$ cat src/rtl/core/xfr_pkg.sv
// xfr_pkg: shared widths, frame constants and codes of the frame receiver
package xfr_pkg;

  localparam int unsigned ByteW  = 8;
  localparam int unsigned ModeW  = 2;
  localparam int unsigned StateW = 3;

  localparam logic [ByteW-1:0] FrameStx    = 8'h02;
  localparam logic [ByteW-1:0] FrameEtx    = 8'h03;
  localparam logic [ByteW-1:0] MaxLenReset = 8'd200;

  // item operation codes, code 3 is unused
  typedef enum logic [ModeW-1:0] {
    ModeRx      = 2'd0,
    ModeRead    = 2'd1,
    ModeRelease = 2'd2
  } mode_e;

  // receiver states as reported on the result channel
  typedef enum logic [StateW-1:0] {
    StWaitStx = 3'd0,
    StLength  = 3'd1,
    StData    = 3'd2,
    StCheck   = 3'd3,
    StEtx     = 3'd4,
    StReady   = 3'd5,
    StError   = 3'd6
  } rx_state_e;

endpackage

$ cat src/rtl/core/xfr_if.sv
// xfr_if: handshake channels of the frame receiver (config, input items, results)

interface xfr_cfg_if;
  logic                      valid;
  logic                      ready;
  logic [xfr_pkg::ByteW-1:0] max_len;

  modport source (output valid, output max_len, input ready);
  modport sink (input valid, input max_len, output ready);
endinterface

interface xfr_in_if;
  logic                      valid;
  logic                      ready;
  logic [xfr_pkg::ModeW-1:0] mode;
  logic [xfr_pkg::ByteW-1:0] rx_byte;
  logic [xfr_pkg::ByteW-1:0] read_index;

  modport source (output valid, output mode, output rx_byte, output read_index,
                  input ready);
  modport sink (input valid, input mode, input rx_byte, input read_index,
                output ready);
endinterface

interface xfr_out_if;
  logic                       valid;
  logic                       ready;
  logic [xfr_pkg::StateW-1:0] rx_state;
  logic                       frame_ready;
  logic [xfr_pkg::ByteW-1:0]  payload_length;
  logic [xfr_pkg::ByteW-1:0]  read_data;
  logic [xfr_pkg::ByteW-1:0]  released_length;

  modport source (output valid, output rx_state, output frame_ready,
                  output payload_length, output read_data, output released_length,
                  input ready);
  modport sink (input valid, input rx_state, input frame_ready,
                input payload_length, input read_data, input released_length,
                output ready);
endinterface

$ cat src/rtl/core/xfr_ram.sv
// xfr_ram: generic single-write, single-read RAM with registered read data
module xfr_ram #(
  parameter int unsigned Width = 8,
  parameter int unsigned Depth = 256,
  localparam int unsigned AddrW = (Depth > 1) ? $clog2(Depth) : 1
) (
  input  logic             clk_i,
  input  logic             we_i,
  input  logic [AddrW-1:0] waddr_i,
  input  logic [Width-1:0] wdata_i,
  input  logic             re_i,
  input  logic [AddrW-1:0] raddr_i,
  output logic [Width-1:0] rdata_o
);

  logic [Width-1:0] mem [Depth];
  logic [Width-1:0] rdata_q;

  // write port
  always_ff @(posedge clk_i) begin
    if (we_i) begin
      mem[waddr_i] <= wdata_i;
    end
  end

  // read port, data held until the next read
  always_ff @(posedge clk_i) begin
    if (re_i) begin
      rdata_q <= mem[raddr_i];
    end
  end

  assign rdata_o = rdata_q;

endmodule

$ cat src/rtl/core/xor_frame_receiver.sv
// xor_frame_receiver: STX/LEN/payload/XOR/ETX frame receiver with payload buffer
//
//   channel | direction | handshake     | payload
//   --------+-----------+---------------+--------------------------------------------
//   cfg_i   | in        | valid/ready   | max_len
//   in_i    | in        | valid/ready   | mode, rx_byte, read_index
//   out_o   | out       | valid/ready   | rx_state, frame_ready, payload_length,
//           |           |               | read_data, released_length
//
// One item per clock sustained while results are taken; each result passes the
// status snapshot (taken beside the registered buffer read) and the result register.
// The receiver state is updated at the accept edge, so items may follow back to
// back. Two result slots decouple the sides: input stalls only when both are full
// and the result is not taken. Reset clears control state and sets max_len to 200;
// the payload buffer is not cleared, reads are gated by the frame length.
module xor_frame_receiver #(
  parameter int unsigned BUFFER_DEPTH = 256
) (
  input  logic     clk_i,
  input  logic     rst_ni,
  xfr_cfg_if.sink  cfg_i,
  xfr_in_if.sink   in_i,
  xfr_out_if.source out_o
);
  import xfr_pkg::*;

  localparam int unsigned AddrW = (BUFFER_DEPTH > 1) ? $clog2(BUFFER_DEPTH) : 1;
  localparam logic [ByteW:0] DepthLim = (ByteW + 1)'(BUFFER_DEPTH);

  // receiver state
  logic [ByteW-1:0] max_len_q;
  rx_state_e        state_q, state_d;
  logic [ByteW-1:0] len_q, len_d;
  logic [ByteW-1:0] idx_q, idx_d;
  logic [ByteW-1:0] xor_q, xor_d;
  logic             rdy_q, rdy_d;

  // result pipeline
  logic             a_valid_q, b_valid_q;
  rx_state_e        a_state_q;
  logic             a_rdy_q;
  logic [ByteW-1:0] a_len_q, a_rel_q;
  logic             a_gate_q;
  logic [StateW-1:0] b_state_q;
  logic             b_rdy_q;
  logic [ByteW-1:0] b_len_q, b_rel_q, b_rd_q;

  logic             in_acc, a_adv, out_acc;
  mode_e            mode;
  logic [ByteW-1:0] rx_b;
  logic             rd_gate;
  logic [ByteW-1:0] rel;
  logic             ram_we;
  logic [ByteW-1:0] ram_rdata;

  assign out_acc  = b_valid_q && out_o.ready;
  assign a_adv    = a_valid_q && (!b_valid_q || out_o.ready);
  assign in_i.ready = !a_valid_q || a_adv;
  assign in_acc   = in_i.valid && in_i.ready;
  assign cfg_i.ready = 1'b1;

  assign mode = mode_e'(in_i.mode);
  assign rx_b = in_i.rx_byte;

  // next state for one item
  always_comb begin
    state_d = state_q;
    len_d   = len_q;
    idx_d   = idx_q;
    xor_d   = xor_q;
    rdy_d   = rdy_q;
    rd_gate = 1'b0;
    rel     = '0;
    ram_we  = 1'b0;
    case (mode)
      ModeRx: begin
        case (state_q)
          StWaitStx, StError: begin
            if (rx_b == FrameStx) begin
              state_d = StLength;
            end
          end
          StLength: begin
            len_d = rx_b;
            idx_d = '0;
            if (rx_b > max_len_q) begin
              state_d = StError;
            end else begin
              xor_d   = FrameStx ^ rx_b;
              state_d = (rx_b == '0) ? StCheck : StData;
            end
          end
          StData: begin
            if (idx_q < len_q) begin
              ram_we = ({1'b0, idx_q} < DepthLim);
              xor_d  = xor_q ^ rx_b;
              idx_d  = idx_q + 1'b1;
              if (idx_d >= len_q) begin
                state_d = StCheck;
              end
            end else begin
              state_d = StError;
            end
          end
          StCheck: begin
            state_d = (rx_b == xor_q) ? StEtx : StError;
          end
          StEtx: begin
            if (rx_b == FrameEtx) begin
              state_d = StReady;
              rdy_d   = 1'b1;
            end else begin
              state_d = StError;
            end
          end
          default: begin
          end
        endcase
      end
      ModeRead: begin
        rd_gate = rdy_q && (in_i.read_index < len_q) &&
                  ({1'b0, in_i.read_index} < DepthLim);
      end
      ModeRelease: begin
        if (rdy_q) begin
          rel     = len_q;
          state_d = StWaitStx;
          len_d   = '0;
          idx_d   = '0;
          xor_d   = '0;
          rdy_d   = 1'b0;
        end
      end
      default: begin
      end
    endcase
  end

  // config register and receiver state
  always_ff @(posedge clk_i or negedge rst_ni) begin
    if (!rst_ni) begin
      max_len_q <= MaxLenReset;
      state_q   <= StWaitStx;
      len_q     <= '0;
      idx_q     <= '0;
      xor_q     <= '0;
      rdy_q     <= 1'b0;
    end else begin
      if (cfg_i.valid) begin
        max_len_q <= cfg_i.max_len;
      end
      if (in_acc) begin
        state_q <= state_d;
        len_q   <= len_d;
        idx_q   <= idx_d;
        xor_q   <= xor_d;
        rdy_q   <= rdy_d;
      end
    end
  end

  // payload buffer
  xfr_ram #(
    .Width(ByteW),
    .Depth(BUFFER_DEPTH)
  ) u_ram (
    .clk_i  (clk_i),
    .we_i   (in_acc && ram_we),
    .waddr_i(idx_q[AddrW-1:0]),
    .wdata_i(rx_b),
    .re_i   (in_acc && rd_gate),
    .raddr_i(in_i.read_index[AddrW-1:0]),
    .rdata_o(ram_rdata)
  );

  // pipeline valid flags
  always_ff @(posedge clk_i or negedge rst_ni) begin
    if (!rst_ni) begin
      a_valid_q <= 1'b0;
      b_valid_q <= 1'b0;
    end else begin
      if (in_acc) begin
        a_valid_q <= 1'b1;
      end else if (a_adv) begin
        a_valid_q <= 1'b0;
      end
      if (a_adv) begin
        b_valid_q <= 1'b1;
      end else if (out_acc) begin
        b_valid_q <= 1'b0;
      end
    end
  end

  // status snapshot while the buffer read is in flight
  always_ff @(posedge clk_i) begin
    if (in_acc) begin
      a_state_q <= state_d;
      a_rdy_q   <= rdy_d;
      a_len_q   <= len_d;
      a_rel_q   <= rel;
      a_gate_q  <= rd_gate;
    end
  end

  // result register
  always_ff @(posedge clk_i) begin
    if (a_adv) begin
      b_state_q <= a_state_q;
      b_rdy_q   <= a_rdy_q;
      b_len_q   <= a_len_q;
      b_rel_q   <= a_rel_q;
      b_rd_q    <= a_gate_q ? ram_rdata : '0;
    end
  end

  assign out_o.valid           = b_valid_q;
  assign out_o.rx_state        = b_state_q;
  assign out_o.frame_ready     = b_rdy_q;
  assign out_o.payload_length  = b_len_q;
  assign out_o.read_data       = b_rd_q;
  assign out_o.released_length = b_rel_q;

endmodule
$ cat src/flat_wrapper.sv
// flat-port wrapper written by rule: the top's interface ports become plain ports
module xor_frame_receiver_flat import xfr_pkg::*;
#(
  parameter int unsigned BUFFER_DEPTH = 256
)
  (clk_i, rst_ni, cfg_i_valid, cfg_i_max_len, cfg_i_ready, in_i_valid, in_i_mode, in_i_rx_byte, in_i_read_index, in_i_ready, out_o_valid, out_o_rx_state, out_o_frame_ready, out_o_payload_length, out_o_read_data, out_o_released_length, out_o_ready);
  xfr_cfg_if cfg_i_i ();
  xfr_in_if in_i_i ();
  xfr_out_if out_o_i ();
  input  logic clk_i;
  input  logic rst_ni;
  input wire logic [$bits(cfg_i_i.valid)-1:0] cfg_i_valid;
  input wire logic [$bits(cfg_i_i.max_len)-1:0] cfg_i_max_len;
  output wire logic [$bits(cfg_i_i.ready)-1:0] cfg_i_ready;
  input wire logic [$bits(in_i_i.valid)-1:0] in_i_valid;
  input wire logic [$bits(in_i_i.mode)-1:0] in_i_mode;
  input wire logic [$bits(in_i_i.rx_byte)-1:0] in_i_rx_byte;
  input wire logic [$bits(in_i_i.read_index)-1:0] in_i_read_index;
  output wire logic [$bits(in_i_i.ready)-1:0] in_i_ready;
  output wire logic [$bits(out_o_i.valid)-1:0] out_o_valid;
  output wire logic [$bits(out_o_i.rx_state)-1:0] out_o_rx_state;
  output wire logic [$bits(out_o_i.frame_ready)-1:0] out_o_frame_ready;
  output wire logic [$bits(out_o_i.payload_length)-1:0] out_o_payload_length;
  output wire logic [$bits(out_o_i.read_data)-1:0] out_o_read_data;
  output wire logic [$bits(out_o_i.released_length)-1:0] out_o_released_length;
  input wire logic [$bits(out_o_i.ready)-1:0] out_o_ready;
  assign cfg_i_i.valid = cfg_i_valid;
  assign cfg_i_i.max_len = cfg_i_max_len;
  assign cfg_i_ready = cfg_i_i.ready;
  assign in_i_i.valid = in_i_valid;
  assign in_i_i.mode = in_i_mode;
  assign in_i_i.rx_byte = in_i_rx_byte;
  assign in_i_i.read_index = in_i_read_index;
  assign in_i_ready = in_i_i.ready;
  assign out_o_valid = out_o_i.valid;
  assign out_o_rx_state = out_o_i.rx_state;
  assign out_o_frame_ready = out_o_i.frame_ready;
  assign out_o_payload_length = out_o_i.payload_length;
  assign out_o_read_data = out_o_i.read_data;
  assign out_o_released_length = out_o_i.released_length;
  assign out_o_i.ready = out_o_ready;
  xor_frame_receiver #(.BUFFER_DEPTH(BUFFER_DEPTH)) u_core (.clk_i(clk_i), .rst_ni(rst_ni), .cfg_i(cfg_i_i), .in_i(in_i_i), .out_o(out_o_i));
endmodule
$ cat config.mk
export PLATFORM = sky130hd
export DESIGN_NAME = xor_frame_receiver_flat
export DESIGN_NICKNAME = d
export VERILOG_FILES = /design/src/rtl/core/xfr_pkg.sv /design/src/rtl/core/xfr_if.sv /design/src/rtl/core/xfr_ram.sv /design/src/rtl/core/xor_frame_receiver.sv /design/src/flat_wrapper.sv
export SDC_FILE = /design/constraint.sdc
export NUM_CORES = 2
export LEC_CHECK = 0
export BUFFER_PORTS_ARGS = -buffer_cell sky130_fd_sc_hd__buf_2
export CAP_MARGIN = 20
export CORE_ASPECT_RATIO = 2
export CORE_MARGIN = 4
export CORE_UTILIZATION = 50
export DETAILED_ROUTE_END_ITERATION = 10
export GPL_TIMING_DRIVEN = 0
export PLACE_DENSITY = 0.67
export SYNTH_ARGS = -nofsm -noshare
export SYNTH_HDL_FRONTEND = slang
export SYNTH_SLANG_ARGS = --single-unit
$ cat constraint.sdc
create_clock -name clk_i -period 4.06 [get_ports clk_i]
set_input_delay 0 -clock clk_i [delete_from_list [all_inputs] [get_ports clk_i]]
set_output_delay 0 -clock clk_i [all_outputs]
set_load 0.05 [all_outputs]
# == Yosys cells after proc, flatten, opt, wreduce, memory -nomap -nowiden ==
# Memories as Yosys holds them, arrays and structs flattened. A register that Yosys moved wholly into a read port is not among the register bits.
# Index checks and enable logic that the tools add are counted.
# word_totals
in_bits,31
elab_cells,94
register_bits,87
output_inout_bits,31
mem_count,1
mem_bits_rw,2048
# mem_list
memory,words,width,read_ports,rd_clocked_by_memory_dff,wr,line,source
u_core.u_ram.mem,256,8,1,1,1,xfr_ram.sv:16,logic [Width-1:0] mem [Depth];
# classes
n_addsub,1
muxes,34
bitwise,2
order_cmp,4
n_reduce_logical,20
n_eq_ne,14
# ops
operator,count
one-hot mux 8 bit (2 select lines),5
2-to-1 mux 8 bit,6
"== test 8 x 2 -> 1 bit, second input constant",2
less-than comparator 8 bit,2
2-to-1 mux 3 bit,5
one-hot mux 3 bit (5 select lines),1
2-to-1 mux 1 bit,13
"adder 8 x 1 -> 8 bit, second input constant",1
== test 8 bit,1
greater-or-equal comparator 8 bit,1
> comparator 8 bit,1
logical NOT 8 bit,1
bitwise XOR 8 bit,1
"== test 3 x 2 -> 1 bit, second input constant",2
"== test 3 bit, second input constant",2
logical AND 1 bit,6
"!= test 3 bit, second input constant",2
one-hot mux 3 bit (2 select lines),1
AND reduction 6 bit,1
nonzero test 2 bit,3
AND reduction 5 bit,1
2-to-1 mux 2 bit,2
"== test 3 x 1 -> 1 bit, second input constant",1
logical NOT 3 bit,1
11 further kinds,13

# == Depth between registers and ports, before layout ==
# depth
depth_word,8
ltp_mapped,12
mapped_depth_nobuf,10

# == Modules after synthesis ==
# From an unflattened synthesis, not the netlist that was laid out.
# unflattened
cells_unflattened,4157
hier_area_um2,84342.1
# modules_own_cells
mod,seq_area_each_um2,instances,cells_per_inst,area_each_um2
xfr_ram,61739.2,1,3733,79636.4
xor_frame_receiver,2426.1,1,424,4705.8

# == Least setup slack after synthesis ==
# OpenSTA, ideal clock, no wires.
# synth_timing
kind,reg-to-reg
start,register u_core.b_valid_q (netlist: u_core.out_o.valid)
end,memory u_core.u_ram.mem[160][0] (enable)
slack_ps,437
required_ps,3690
path_buffers,2
setup_time_ps,370
path_stages_with_launch,10
arrival_time_ps,3253
synth_period_minus_slack_ps,3623
path_cell_list,dfrtp_1 -> nand3b_1 -> nand2_1 -> inv_1 -> nand2_1 -> nor3_1 -> buf_2 -> nand4b_1 -> clkbuf_1 -> nor2_1
# synth_via
elab_chain_len,8
# synth_rtl
element,line,source
from (decl),xor_frame_receiver.sv:39,"logic a_valid_q, b_valid_q;"
from (signal assigned),xor_frame_receiver.sv:180,b_valid_q <= 1'b0;
from (signal assigned),xor_frame_receiver.sv:188,b_valid_q <= 1'b1;
from (signal assigned),xor_frame_receiver.sv:190,b_valid_q <= 1'b0;
logical NOT 1 bit,xor_frame_receiver.sv:57,assign a_adv = a_valid_q && (!b_valid_q || out_o.ready);
logical OR 1 bit,xor_frame_receiver.sv:57,
logical AND 1 bit,xor_frame_receiver.sv:57,
logical OR 1 bit,xor_frame_receiver.sv:58,assign in_i.ready = !a_valid_q || a_adv;
via in_i_ready,flat_wrapper.sv:19,output wire logic [$bits(in_i_i.ready)-1:0] in_i_ready;
logical AND 1 bit,xor_frame_receiver.sv:59,assign in_acc = in_i.valid && in_i.ready;
via u_core.in_acc,xor_frame_receiver.sv:48,"logic in_acc, a_adv, out_acc;"
logical AND 1 bit,xor_frame_receiver.sv:168,".we_i (in_acc && ram_we),"
2-to-1 mux 1 bit,xfr_ram.sv:21,if (we_i) begin
2-to-1 mux 1 bit (not written as such),xfr_ram.sv:22,mem[waddr_i] <= wdata_i;
to (decl),xfr_ram.sv:16,
# The timed path passes the listed nets, and every way through them passes these cells.

# == Worst setup path after layout ==
# layout_timing
start,register u_core.len_q[5]
end,memory u_core.u_ram.mem[10][4] (enable)
# layout_via
elab_chain_len,7
# layout_rtl
element,line,source
from (decl),xor_frame_receiver.sv:33,"logic [ByteW-1:0] len_q, len_d;"
from (signal assigned),xor_frame_receiver.sv:154,len_q <= len_d;
less-than comparator 8 bit,xor_frame_receiver.sv:94,if (idx_q < len_q) begin
2-to-1 mux 1 bit,xor_frame_receiver.sv:94,
2-to-1 mux 1 bit,xor_frame_receiver.sv:77,case (state_q)
2-to-1 mux 1 bit,xor_frame_receiver.sv:75,case (mode)
logical AND 1 bit,xor_frame_receiver.sv:168,
2-to-1 mux 1 bit,xfr_ram.sv:21,
2-to-1 mux 1 bit (not written as such),xfr_ram.sv:22,
# Every way passes these cells.

==> metrics.yaml <==
grt:
  antenna_found_initial: 9
  grt_pass1_wl_microns: 338300
  grt_pass1_vias: 43520
  grt_usage_pct: 28.10
  grt.overflow.total: 0
  grt_max_degree: 162
sta:
  grt_setup_unrepaired: "true"
  max_slew_margin_pct: 5.853
  finalHoldViolCount: 0
  finalClockSkew_ps: 60.71
  finalCriticalPeriod_ps: 4225
  setup_viol: 195
  slew_violations: 0
  max_freq_mhz: 236.7
  fin_crit_sh_pct: 104.1
  worstMarginPinSlew_ps: 1409
  fin_setup_tns_ps: -15200
  setup_slack_ps: -164.5
power_and_ir_drop:
  p_leak_nw: 29.35
  p_clk_share_pct: 37.8
  p_switching_w: 0.01011
  power_w: 0.04478
  swShare_pct: 22.58
  irDropWorstVdd_v: 0.0004057
  power_density_nw_per_um2: 473.4
  intPower_w: 0.03467
  seqPwrFrac_pct: 54.8
  p_comb_share_pct: 7.4
final_layout:
  drive_gt1_share_pct: 26.68
  nets: 4352
  finalNonFillerCells: 6561
  syn_to_final_growth_pct: 12.86
synthesis:
  synth_top_area_share_pct: 75.43
  ys_top_cells_by_count: "2,105 x edfxtp_1, 540 x mux4_2, 298 x nor2_1, 132 x clkbuf_1, 110 x mux2i_1"
  synth_edf_count: 2105
  yosysWarnings: 0
  synth-seq-area-share_pct: 76.57
  synth_area_leaders: "edfxtp_1 75%, mux4_2 15%, nor2_1 1.3%, mux2i_1 1.3%, dfrtp_1 1.0%"
  synth_cell_types: 57
  synth-seq-cells: 2143
  netlist_area_sq_um: 83800
  synth_top_area_cell: "edfxtp_1"
  syn_avg_cell_area_sq_um: 21.26
  yosys_most_used_dff: "edfxtp_1"
  synth_nets: 4007
  yosysMostFrequentCell: "edfxtp_1"
  synth_cells: 3941
  async_flop_share_pct: 1.773
critical_path:
  crit_arrival_ps: 4690
  critPathKind: "reg2reg"
  slowest_stage: "nand3_1"
  r2r-end: "u_core.u_ram.mem[10][4]$_DFFE_PP_"
  critPathTopFamily: "simple AND/OR/NAND/NOR gates"
  reg2regPathDepth: 11
  regToRegSetupSlack_ps: -160
  path_buf_inv: 3
  worstPathRequired_ps: 4530
  critPathMaxStageDelay_ps: 570
  path_max_fanout: 10
  crit_top_cell: "a21o_1"
  crit_chain: "inv_1 > ha_1 > a21o_1 > a21o_1 > a21o_1 > or2_2 > nor3_1 > buf_2 > nand3_1 > clkbuf_2 > nor2_4"
  r2r_start: "u_core.len_q[5]$_DFFE_PN0P_"
  start_kind: "flip-flop"
  endpoint_kind: "flip-flop"
clock_tree:
  cts.sinks: 2143
  cts_max_level: 4
  clk_pin_slew_ps: 70
  root_buffer: "clkbuf_16"
  insertion_delay_ps: 880
  cts_tree: "built"
  cts_inserted_buffers: 179
  cts.path.max_buffers: 4
hold_path:
  hold_end: "u_core.max_len_q[0]$_DFFE_PN0P_"
  hp-start: "cfg_i_valid"
  hold_path_depth: 3
  min_path_type: "in2reg"
die:
  core-area_sq_um: 166800
  pin_count: 62
  rows: 212
  die_h_microns: 587.0
  start_util_pct: 50.23
  die_w_microns: 297.5
  die_area_sq_um: 174600
route:
  firstDrtPassIters: 6
  drt.antenna.violating_nets: 0
  route.vias.total: 42220
  drt-vias-per-instance: 6.435
  wl_per_cell_microns: 37.45
  drc: 0
  totalWireLength_microns: 245700
  first_iter_violations: 4938
place:
  port_buffers: 57
  hpwl_microns: 171100
  post-place-cells: 6173
  dp_slack_ps: -1497
  place_congestion: 0.9484
outcome:
  violations: "setup timing"
  status: "finished, violations left"
run:
  cap_violations: 0
[worst register-to-register path, stage by stage (launching register included)]
cell,delay (ps)
dfrtp_1,410
inv_1,170
ha_1,270
a21o_1,160
a21o_1,160
a21o_1,210
or2_2,320
nor3_1,250
buf_2,350
nand3_1,580
clkbuf_2,540
nor2_4,440
[layout make-up]
class                           instances  area (sq um)
Tap cell                             2140          2678
Sequential cell                      2143         64170
Clock inverter                         99         868.3
Clock buffer                          211          4673
Antenna cell                            6         15.01
Fill cell                           12040         72270
Buffer                                242          1240
Timing Repair Buffer                  164          1769
Multi-Input combinational cell       1535         19090
Inverter                               21         82.58
[sequential cells by signal, summed over array words and instances, names as in the netlist]
register,cells
u_core.a_gate_q,1
u_core.a_len_q,8
u_core.a_rdy_q,1
u_core.a_rel_q,8
u_core.a_state_q,3
u_core.a_valid_q,1
u_core.idx_q,8
u_core.len_q,8
u_core.max_len_q,8
u_core.out_o.frame_ready,1
u_core.out_o.payload_length,8
u_core.out_o.read_data,8
u_core.out_o.released_length,8
u_core.out_o.rx_state,3
u_core.out_o.valid,1
u_core.rdy_q,1
u_core.state_q,3
u_core.u_ram.mem,2048
u_core.u_ram.rdata_o,8
u_core.xor_q,8
[cells in the final DEF, fill, tap and decap left out, types with 14 or more instances in the layout]
master         synthesis  final
edfxtp_1            2105   2105
mux4_2               540    540
clkbuf_16              0    182
nor2_1               298    161
clkbuf_1             132    142
mux2i_1              110    110
buf_2                 37     90
a22oi_1               77     77
nor2_4                 0     75
buf_4                 51     66
nor2_2                 1     63
dlygate4sd3_1          0     53
nand2_1               52     52
a21oi_1               49     49
nand3_1               41     40
o21ai_0               37     37
ha_1                  35     35
clkinv_1               0     35
dfrtp_1               35     35
clkinv_2               0     30
buf_8                  0     28
o22ai_1               27     27
nor3_1                26     26
nand4_1               24     24
a22o_1                22     22
inv_1                 21     20
o221ai_1              20     20
and3_1                17     17
a211oi_1              16     16
nor2b_1               16     15
clkbuf_2               1     15
buf_16                 0     15
and2_1                15     14
bufinv_16              0     14
[what timing repair did]
item / 4_1_cts / 5_1_grt
setup buffers: 11 / 3
gates resized for setup: 107 / 143
hold endpoints to repair: 1048 / 0
setup endpoints to repair: 1186 / 1764
hold buffers: 54 / 0
pin swaps: 3 / 0
[worst max-delay path by stage]
stage	startpoint	end	slack, ps	depth (start not counted)
final	u_core.len_q[5]$_DFFE_PN0P_	u_core.u_ram.mem[10][4]$_DFFE_PP_	-160	11
after global routing	u_core.len_q[5]$_DFFE_PN0P_	u_core.u_ram.mem[41][6]$_DFFE_PP_	-270	11
after CTS	u_core.len_q[5]$_DFFE_PN0P_	u_core.u_ram.mem[9][7]$_DFFE_PP_	-400	11
after detailed placement	in_i_read_index[4]	u_core.u_ram.rdata_o[2]$_DFFE_PP_	-1500	9
after global placement	in_i_rx_byte[0]	u_core.xor_q[5]$_DFFE_PN0P_	-1940	10
after floorplan	u_core.out_o.valid$_DFFE_PN0P_	u_core.u_ram.mem[160][0]$_DFFE_PP_	440	9
[power groups by stage]
stage | clock network (W) | registers (W) | logic, W
after detailed placement | 0 | 0.0250 | 0.00319
after global placement | 0 | 0.0251 | 0.00305
final | 0.0169 | 0.0245 | 0.00331
after CTS | 0.0171 | 0.0245 | 0.00325
after global routing | 0.0179 | 0.0245 | 0.00341
after floorplan | 0 | 0.0251 | 0.00159
[cells by family (layout without fill, tap and decap cells)]
kind of cell	after synthesis	count (layout)	synth area share, %
simple gates	536	536	2.904
other cells	1	7	0.004475
compound gates	293	293	2.396
flops	2143	2143	76.57
mux	659	659	15.95
xor+xnor	11	11	0.1150
fa+ha+maj	35	35	0.5226
buf+inv	263	737	1.539
[per-stage QoR]
| stage | hold slack (ps) | utilization, % | cell area [sq um] |
|---|---|---|---|
| finish | 90.80 | 56.69 | 94580 |
| global route | 66.83 | 56.68 | 94570 |
| CTS | 12.77 | 56.35 | 94010 |
| detailed placement | 183.2 | 52.46 | 87530 |
| global placement | 169.4 | 52.00 | 86760 |
| floorplan | -295.6 | - | 83800 |
[layer usage]
metal  vias to the layer above  wire [microns]  track usage (%)
li1                      17100               -                -
met1                     22250           71580            28.04
met2                      2158          132500            50.60
met3                       716           15260            4.110
met4                         2           26340            24.73
met5                         -               9                0
No activity file was read; power rests on OpenSTA's default activity.
